==> config.mk <==
export PLATFORM = sky130hd
export DESIGN_NAME = pid_mul
export DESIGN_NICKNAME = d
export VERILOG_FILES = /design/src/design/pid_pkg.sv /design/src/design/pid_mul.sv
export SDC_FILE = /design/constraint.sdc
export NUM_CORES = 2
export LEC_CHECK = 0
export ABC_AREA = 1
export BUFFER_PORTS_ARGS = -buffer_cell sky130_fd_sc_hd__buf_2
export CORE_ASPECT_RATIO = 1.1
export CORE_MARGIN = 2
export CORE_UTILIZATION = 57
export DETAILED_ROUTE_END_ITERATION = 10
export PLACE_DENSITY_LB_ADDON = 0.15
export SYNTH_ARGS = -nofsm -noshare
export SYNTH_HDL_FRONTEND = slang
export SYNTH_SLANG_ARGS = --single-unit
==> constraint.sdc <==
create_clock -name i_clk -period 8.3 [get_ports i_clk]
set_input_delay 1.66 -clock i_clk [delete_from_list [all_inputs] [get_ports i_clk]]
set_output_delay 1.66 -clock i_clk [all_outputs]
set_load 0.005 [all_outputs]
==> src/design/pid_pkg.sv <==
// ----------------------------------------------------------------------------
// pid_pkg: shared types and constants
// Widths, register indexes and sequencer states of the PID controller.
// ----------------------------------------------------------------------------
package pid_pkg;

    localparam int DATA_W  = 32;
    localparam int BOUND_W = 31;
    localparam int INTEG_W = 48;
    localparam int OPND_W  = 33;
    localparam int PROD_W  = 66;
    localparam int ACC_W   = 68;
    localparam int PD_W    = 52;
    localparam int NUM_W   = 52;
    localparam int FRAC_W  = 16;
    localparam int DIVD_W  = NUM_W + FRAC_W;

    typedef enum logic [2:0] {
        REG_TARGET    = 3'd0,
        REG_GAIN_P    = 3'd1,
        REG_GAIN_I    = 3'd2,
        REG_GAIN_D    = 3'd3,
        REG_INT_BOUND = 3'd4,
        REG_OUT_BOUND = 3'd5,
        REG_ERR_BOUND = 3'd6
    } t_reg_idx;

    typedef enum logic [2:0] {
        S_IDLE,
        S_ERR,
        S_MUL,
        S_DEC,
        S_DIV,
        S_OUT
    } t_state;

endpackage

==> src/design/pid_mul.sv <==
// ----------------------------------------------------------------------------
// pid_mul: shared signed multiplier
// One signed multiply per cycle with a registered product.
// ----------------------------------------------------------------------------
module pid_mul
    import pid_pkg::*;
(
    input  logic                      i_clk,
    input  logic signed [OPND_W-1:0]  i_a,
    input  logic signed [OPND_W-1:0]  i_b,
    output logic signed [PROD_W-1:0]  o_prod
);

    logic signed [PROD_W-1:0] r_prod;

    always_ff @(posedge i_clk) begin
        r_prod <= i_a * i_b;
    end

    assign o_prod = r_prod;

endmodule

# [Word-level counts from Yosys, hierarchy flattened]
# Cells that the tools add are included.
[word_totals] ff_bits=66 input_bits=67 out_inout_bits=66 word_cells=2
[classes] mul=1
[ops] operator="33-bit by 33-bit multiplier with 66-bit output" n=1

# [Longest topological paths before layout]
[depth] ltp_word=1 mapped_depth=34 ltp_nobuf=32

# [Worst setup path before layout]
# OpenSTA, ideal clock, no wires.
[synth_path] path_kind="input to register" start="input i_a[32]" end="register r_prod[60], in the netlist o_prod[60]" t_arrival_ps=8303 t_required_ps=8187 setup_slack_ps=-116 path_stages=23 path_buffers=2 cell_sequence="clkbuf_1 > clkbuf_1 > nand2_1 > inv_1 > fa_1 > fa_1 > fa_1 > fa_1 > inv_1 > fa_1 > fa_1 > fa_1 > fa_1 > inv_1 > ha_1 > nand2_1 > nor2_1 > inv_1 > nor3_1 > nand2_1 > and2_0 > nand4_1 > nand2_1"
[synth_via] elab_chain_cells=1
[synth_rtl] item="start: declaration" line_no="pid_mul.sv:9" source="input logic signed [OPND_W-1:0] i_a,"
[synth_rtl] item="33-bit by 33-bit multiplier with 66-bit output" line_no="pid_mul.sv:17" source="r_prod <= i_a * i_b;"
[synth_rtl] item="end signal: assignment" line_no="pid_mul.sv:17"
[synth_rtl] item="end: declaration" line_no="pid_mul.sv:14" source="logic signed [PROD_W-1:0] r_prod;"
# Every way passes these cells.

# [Worst setup path after layout]
[layout_path] start="input i_b[11]" end="register r_prod[61], in the netlist o_prod[61]"
[layout_via] elab_chain_cells=1
[layout_rtl] item="start: declaration" line_no="pid_mul.sv:10" source="input logic signed [OPND_W-1:0] i_b,"
[layout_rtl] item="33-bit by 33-bit multiplier with 66-bit output" line_no="pid_mul.sv:17"
# Every way passes these cells.

==> summary.md <==
| Metric | Value |
|---|---|
| Status | completed |
| First-pass GRT wire length | 198 mm |
| Largest net degree at the start of global routing | 33 |
| Fin crit share | 97.0% |
| DR vias/cell | 4.98 |
| Drt pass-1 iters | 6 |
| Req. time, crit path | 8510 ps |
| Synth cell types | 35 |
| Setup WS post-layout | 248 ps |
| Dominant synthesized flop cell | dfxtp_1 |
| # port buffers | 132 |
| Mapped Area | 43,200 um2 |
| Clk root buf | clkbuf_16 |
| Total global routing overflow | 0 |
| Post-synthesis cell count | 5,543 |
| Placement Setup Slack | -191 ps |
| Mean Syn Cell Area | 7.79 um2 |
| Cell total after placement | 6,798 |
| Largest register FFs | 66 |
| Final Slew Violations | 0 |
| TritonCTS clock tree | done |
| Final setup fails | 0 |
| FF+latch count, synth | 66 |
| Antenna violations before repair | 2 |
| Initial Utilization | 57.8% |
| Post-synth EDFFs | 0 |
| # IOs | 133 |
| WS Path Type | in -> reg |
| Share of the synthesized area in the top cell type | 53.1% |
| CP Max Fanout | 15 |
| # hold bufs at CTS | 0 |
| Slew headroom | 56.9% |
| Die H | 293 um |
| CTS H-tree lvls | 3 |
| Max_cap viols | 0 |
| Layout cells sized above 1 | 11.2% |
| Worst Setup End Kind | flip-flop |
| NumNets Final | 7,281 |
| Minimum hold slack | 2080 ps |
| Commonest cells in the netlist | inv_1, nand2_1, fa_1, clkbuf_1, ha_1 |
| Asr flop ratio synth | 0% |
| Core box area | 74,800 um2 |
| Startpoint Class | input port |
| Arrival time at the worst endpoint | 8260 ps |
| Clock transition at the registers of the reported paths | 60 ps |
| Std-Cell Rows | 105 |
| WL per Instance | 17.7 um |
| Layout Cells excl Fill | 6,821 |
| Via count | 34,000 |
| Max frequency | 0.124 GHz |
| Cell with the most instances after synthesis | inv_1 |
| Final hold violations | 0 |
| GP Congestion | 0.952 |
| # clock sinks | 66 |
| Die ar. | 78,000 um2 |
| CTS Buf Count | 9 |
| Iter 0 DRT Violations | 2,179 |
| Post-route DRC | 0 |
| Die Wd | 266 um |
| Post-Syn Nets | 6,972 |
| Yosys top cell by area | fa_1 |
| Hold crit path type | in -> reg |
| GR Util All Layers | 33.0% |
| Final min period | 8050 ps |
| Wirelength, routed | 121 mm |
| Detailed-placement wirelength estimate | 109 mm |
| Largest cells by area after synthesis | fa_1, inv_1, nand2_1 |
| Vias in the first global route | 37,200 |
| Yosys warning count | 0 |
| Sum of negative setup slack | 0 ps |
| Layout area overhead | 11.7% |
| Worst Hold Path Cells | 4 |
| Bufs on Longest Clock Path | 2 |
| Slew of the pin with the lowest slew margin | 647 ps |
| Detail Route Antenna Nets | 0 |
| Share of the yosys chip area belonging to registers | 3.06% |
-- logic make-up (layout without fill, tap and decap cells) --
kind of cell / after synthesis / after routing / synth area share, %
buffers and inverters: 2158 / 2472 / 18.8
AND/OR/NAND/NOR: 1810 / 1810 / 16.6
adder cells (fa/ha/maj): 1362 / 1362 / 59.4
AO/OA/AOI/OAI: 106 / 106 / 1.38
flip-flops: 66 / 66 / 3.06
XOR/XNOR: 41 / 41 / 0.832
other: 0 / 1 / 0
-- routing by layer --
| metal | vias to the layer above | wire length (um) | GRT usage, % |
|---|---|---|---|
| met5 | - | 13 | 0 |
| met4 | 2 | 6170 | 13.4 |
| met3 | 309 | 6260 | 2.88 |
| met2 | 1115 | 63000 | 60.4 |
| met1 | 16900 | 45300 | 39.9 |
| li1 | 15600 | - | - |
-- path summary, 6_finish.rpt --
path | slack, ps | end | start
hold / removal | 2080 | o_prod[0] | i_a[0]
setup / recovery | 250 | o_prod[61] | i_b[11]
-- stage by stage --
stage                     instance area, um2  utilization, %
after floorplan                        43200               -
after global placement                 47800            63.9
after detailed placement               47800            63.9
after CTS                              48100            64.3
after global routing                   48200            64.5
final                                  48200            64.5
-- layout make-up --
| cell class | count | area (um2) |
|---|---|---|
| multi-input cells | 3319 | 33800 |
| fillers | 6572 | 26500 |
| inverters | 1895 | 7110 |
| repair buffers | 561 | 4430 |
| flip-flops and latches | 66 | 1320 |
| well taps | 963 | 1200 |
| clock buffers | 10 | 239 |
| clock inverters | 6 | 90.1 |
| diodes | 1 | 2.50 |
-- cell usage in the layout, fill, tap and decap left out, types with 22 or more instances in the layout --
| cell | count |
|---|---|
| nor2_2 | 23 |
| ha_1 | 216 |
| buf_4 | 386 |
| xor2_1 | 37 |
| inv_1 | 1894 |
| nand2_2 | 22 |
| buf_2 | 124 |
| buf_12 | 42 |
| nand2_1 | 1512 |
| a21oi_1 | 60 |
| nand3_1 | 70 |
| dfxtp_1 | 66 |
| nor2_1 | 126 |
| fa_1 | 1142 |
-- repair_timing --
action / 4_1_cts / 5_1_grt
resized for setup: 0 / 29
endpoints found under the setup margin: 0 / 27
buffers inserted: 0 / 6
-- critical path, cell delays in order --
cell and delay, ps:
buf_2 240, buf_12 190, buf_4 130, nand2_1 60
fa_1 490, inv_1 50, fa_1 560, inv_1 60
fa_1 530, inv_1 60, fa_1 500, fa_1 630
fa_1 450, fa_1 490, inv_1 50, fa_1 490
inv_1 50, ha_1 330, nand2_1 130, nor2_2 190
inv_1 80, nor2_1 260, nand2_1 120, nor2_1 150
nand2_2 120, nand4_1 90, nand2_1 100
Power is not shown: default switching activity piles up to over one toggle a cycle in this logic, so the estimate is an artifact.
